===== config.mk =====
export PLATFORM = sky130hd
export DESIGN_NAME = ros_ctrl
export DESIGN_NICKNAME = d
export VERILOG_FILES = /design/src/rtl/ros_pkg.sv /design/src/rtl/ros_ctrl.sv
export SDC_FILE = /design/constraint.sdc
export NUM_CORES = 1
export LEC_CHECK = 0
export BUFFER_PORTS_ARGS = -buffer_cell sky130_fd_sc_hd__buf_2
export CELL_PAD_IN_SITES_DETAIL_PLACEMENT = 0
export CELL_PAD_IN_SITES_GLOBAL_PLACEMENT = 2
export CORE_AREA = 2 2 39 41
export DETAILED_ROUTE_END_ITERATION = 10
export DIE_AREA = 0 0 41 43
export PLACE_DENSITY_LB_ADDON = 0.12
export SLEW_MARGIN = 5
export SYNTH_ARGS = -nofsm -noshare
export SYNTH_HDL_FRONTEND = slang
export SYNTH_SLANG_ARGS = --single-unit

===== constraint.sdc =====
create_clock -name clk -period 1.06 [get_ports clk]
set_input_delay 0 -clock clk [delete_from_list [all_inputs] [get_ports clk]]
set_output_delay 0 -clock clk [all_outputs]
set_load 0.005 [all_outputs]

===== src/rtl/ros_pkg.sv =====
// Shared types, codes and the draw-order key comparison for the render order sorter.
package ros_pkg;

  localparam int QUEUE_DEPTH_DEFAULT = 32;
  localparam int MAX_RESULTS = 32;
  localparam int S_DATA_W = 160;
  localparam int M_DATA_W = 16;

  typedef enum logic [1:0] {
    KIND_ADD   = 2'd0,
    KIND_EMIT  = 2'd1,
    KIND_CLEAR = 2'd2,
    KIND_NONE  = 2'd3
  } kind_t;

  typedef enum logic [1:0] {
    AXIS_NONE  = 2'd0,
    AXIS_X     = 2'd1,
    AXIS_Y     = 2'd2,
    AXIS_SPARE = 2'd3
  } axis_t;

  typedef enum logic [1:0] {
    REG_PRIMARY_SEL   = 2'd0,
    REG_SECONDARY_SEL = 2'd1,
    REG_PRIMARY_ASC   = 2'd2,
    REG_SECONDARY_ASC = 2'd3
  } reg_index_t;

  typedef enum logic [1:0] {
    ST_IDLE,
    ST_SCAN,
    ST_OUT
  } state_t;

  typedef struct packed {
    logic        item_type;
    logic [15:0] handle;
    logic [15:0] layer;
    logic [15:0] layer_order;
    logic [31:0] primary_key;
    logic [31:0] secondary_key;
    logic [7:0]  component;
    logic [31:0] instance_id;
  } entry_t;

  typedef struct packed {
    logic primary_on;
    logic secondary_on;
    logic primary_asc;
    logic secondary_asc;
  } sort_cfg_t;

  typedef struct packed {
    logic lt;
    logic eq;
  } cmp_t;

  typedef struct packed {
    logic add;
    logic clear;
    logic emit_start;
    logic scan_start;
    logic scan_step;
    logic out_take;
  } ros_cmd_t;

  typedef struct packed {
    logic count_zero;
    logic scan_done;
    logic last_item;
  } ros_status_t;

  function automatic logic axis_valid(input logic [1:0] sel);
    return (sel == AXIS_X) || (sel == AXIS_Y);
  endfunction

  function automatic logic [31:0] pick_key(input logic [1:0] sel, input logic item_type,
                                           input logic [31:0] x, input logic [31:0] y);
    logic [31:0] k;
    k = '0;
    if (!item_type) begin
      if (sel == AXIS_X) k = x;
      else if (sel == AXIS_Y) k = y;
    end
    return k;
  endfunction

  // Compares a against b on every key; the entry position is handled by the caller.
  function automatic cmp_t key_cmp(input entry_t a, input entry_t b, input sort_cfg_t c);
    cmp_t r;
    logic axis_on;
    axis_on = c.primary_on || c.secondary_on;
    r.lt = 1'b0;
    r.eq = 1'b0;
    if (a.layer != b.layer) begin
      r.lt = $signed(a.layer) < $signed(b.layer);
    end else if (a.layer_order != b.layer_order) begin
      r.lt = $signed(a.layer_order) < $signed(b.layer_order);
    end else if (axis_on && (a.primary_key != b.primary_key)) begin
      r.lt = ($signed(a.primary_key) < $signed(b.primary_key)) == c.primary_asc;
    end else if (axis_on && (a.secondary_key != b.secondary_key)) begin
      r.lt = ($signed(a.secondary_key) < $signed(b.secondary_key)) == c.secondary_asc;
    end else if (a.component != b.component) begin
      r.lt = a.component < b.component;
    end else if (a.instance_id != b.instance_id) begin
      r.lt = a.instance_id < b.instance_id;
    end else begin
      r.eq = 1'b1;
    end
    return r;
  endfunction

endpackage


===== src/rtl/ros_ctrl.sv =====
// Controller state machine for the render order sorter.
module ros_ctrl import ros_pkg::*; (
  input  logic        clk,
  input  logic        rst,
  input  logic        s_tvalid,
  output logic        s_tready,
  input  logic [1:0]  s_kind,
  output logic        m_tvalid,
  input  logic        m_tready,
  input  ros_status_t status,
  output ros_cmd_t    cmd
);

  state_t state, state_next;
  logic   s_fire;

  assign s_fire = s_tvalid && s_tready;

  always_ff @(posedge clk) begin
    if (rst) state <= ST_IDLE;
    else     state <= state_next;
  end

  always_comb begin
    state_next = state;
    unique case (state)
      ST_IDLE: begin
        if (s_fire && (s_kind == KIND_EMIT) && !status.count_zero) state_next = ST_SCAN;
      end
      ST_SCAN: begin
        if (status.scan_done) state_next = ST_OUT;
      end
      ST_OUT: begin
        if (m_tready) state_next = status.last_item ? ST_IDLE : ST_SCAN;
      end
      default: state_next = ST_IDLE;
    endcase
  end

  always_comb begin
    cmd      = '0;
    s_tready = 1'b0;
    m_tvalid = 1'b0;
    unique case (state)
      ST_IDLE: begin
        s_tready = 1'b1;
        if (s_fire) begin
          cmd.add   = (s_kind == KIND_ADD);
          cmd.clear = (s_kind == KIND_CLEAR);
          if ((s_kind == KIND_EMIT) && !status.count_zero) begin
            cmd.emit_start = 1'b1;
            cmd.scan_start = 1'b1;
          end
        end
      end
      ST_SCAN: cmd.scan_step = 1'b1;
      ST_OUT: begin
        m_tvalid = 1'b1;
        if (m_tready) begin
          cmd.out_take   = 1'b1;
          cmd.scan_start = !status.last_item;
        end
      end
      default: ;
    endcase
  end

endmodule


==> reports/results.ini <==
[synth]
ys_ff_latch=2
ys_seq_area_share_pct=25.4
syn_area_um2=158
synth_top_area_share_pct=25.4
syn_inst=19
synthTopCellsByArea=dfxtp_1, nand3b_4, a31oi_2, and2b_4, a22oi_1
yosysUniqueCellTypes=15
synth_warnings=0
avgSynthCellArea_um2=8.30
synth_area_leader_cell=dfxtp_1
synthesis.nets=28

[clock_tree]
cts_htree_levels=1
clockBufferDepth=2
path_clk_slew_ns=0.03
clock_sinks=2
cts_buffers=3
clock-root-buffer=clkbuf_4
clk_latency_ns=0.22
cts_tree=built

[placed_design]
placed_cell_area_um2=258
routabilityCongestion=0.643
post-place-ws_ns=0.162
placed_cells=51
port_buffers=16
hpwl_um=385

[finish]
fill_cells=160
antenna_cells=0
stdcell_count=58
regArea_um2=42.5
layout.nets=53
final_area_um2=348
final_cell_mix=buf_2, clkbuf_4, buf_4
area_delta_synth_final_pct=121
final_common_cell=buf_2
largest_register=state
drive_gt1_share_pct=76.2
multi_input_area_um2=130
largest_reg_flops=2
top_regs=state (2)

[die]
ios=17
die_h_um=43
start_util_pct=11.4
core_area_um2=1380
die-area_um2=1760
num_rows=14
die_w_um=41

[setup_path]
critPathLaunch=state[0]
r2r-start=state[0]
crit_buf_inv=1
cp_top_family=simple AND/OR/NAND/NOR gates
path_cells=and2b_4 > nand3b_4 > nand2_2 > buf_6
cpPeakStageDelay_ns=0.32
slowest_stage=dfxtp_2
rrSetupSlack_ns=0.03
critPathKind=register to output port
critPathCaptureType=output port
reg2reg_depth=4
cp_max_fo=4
cp-endpoint=cmd[2]
worst-path-stages=4
r2r-end=state[0]
worst_ep_required_time_ns=1.06
critPathLaunchType=register
cp.arrival_ns=1.06

[global_route]
grt.total_usage_pct=7.41
gr-total-overflow=0
grt_pass1_wl_um=779
antenna_found_initial=0
first_global_vias=192
grt_max_degree=5

[timing]
hold_viol_final=0
fin_crit_ns=1.06
final_max_slew_viol_count=0
tightest_slew_ns=0.152
min_period_over_period_pct=99.9
setup_viol=0
setup_ws_ns=0.00144
rsz0062_at_grt=yes
fmax_mhz=945
relSlewSlack_pct=89.8
fin_skew_ns=0.00253
setup_tns_ns=0
whs_ns=0.0336

[hold_path]
hold_class=primary input to register

[route]
via_per_inst=3.74
wl_per_cell_um=8.88
ant_nets=0
drc=0
dr_total_vias=217
wirelength_um=515
initialDrtViolationCount=2
first_pass_iters=2

[power_and_ir_drop]
ir_drop_uv=221
p_per_area_nw_per_um2=865
p_leak_nw=0.199

[run]
maxCapViolCount=0

[run_status]
status=finished clean

[worst min path at each step]
stage	endpoint	cells after the start	startpoint	slack [ns]
2_1_floorplan	cmd[4]	1	s_kind[0]	0.03
3_3_place_gp	state[0]	2	rst	0.20
3_5_place_dp	state[0]	2	rst	0.19
4_1_cts	state[1]	3	status[1]	0.03
5_1_grt	state[1]	3	status[1]	0.08
6_report	state[1]	3	status[1]	0.03
[layout make-up]
type | count | area share [%]
clock buffer | 3 | 6.47
inverter | 2 | 2.16
multi-input combinational | 15 | 37.4
sequential | 2 | 12.2
tap | 16 | 5.76
timing repair buffer | 20 | 36.0
[where the power goes]
group,internal [mW],switching (mW)
Combinational,0.0338,0.0247
Sequential,0.0777,0.00165
Clock,0.124,0.0387
Total,0.236,0.0650
[Yosys cell counts, drive strengths merged]
library cell,instances
nor3,1
nor2,3
and2,1
and2b,2
a31oi,1
dfxtp,2
nand4,1
a22oi,1
nand2,2
nor3b,1
nand2b,1
nand3b,1
inv,2
[cell families after synthesis]
family / Yosys count / share of synthesized area, %
compound gates: 2 / 12.7
buf+inv: 2 / 4.76
flops: 2 / 25.4
simple gates: 13 / 57.2
[tightest hold or removal path, delay by kind of cell]
family                 cells  cell delay (ns)
AOI/OAI and AO/OA          1             0.06
buffers and inverters      1             0.09
and+or+nand+nor            1             0.07
[per-layer routing]
layer  vias up  wire, um  global-route usage, %
met1        96       191                   8.60
met5         -         0                      0
met3         2        45                   2.09
met4         0        19                   12.0
met2         9       258                   7.81
li1        110         -                      -
[stage by stage]
step,power [mW],utilization (%)
2_1_floorplan,0.0964,-
3_3_place_gp,0.125,18.6
3_5_place_dp,0.126,18.6
4_1_cts,0.310,22.1
5_1_grt,0.331,25.1
6_report,0.301,25.1
[timing repair]
action	4_1_cts	5_1_grt
hold endpoints to repair	2	0
endpoints found under the setup margin	4	5
setup buffers	1	2
pin swaps	4	3
resized for setup	3	6
hold buffers	1	0
No activity file was read; power rests on OpenSTA's default activity.
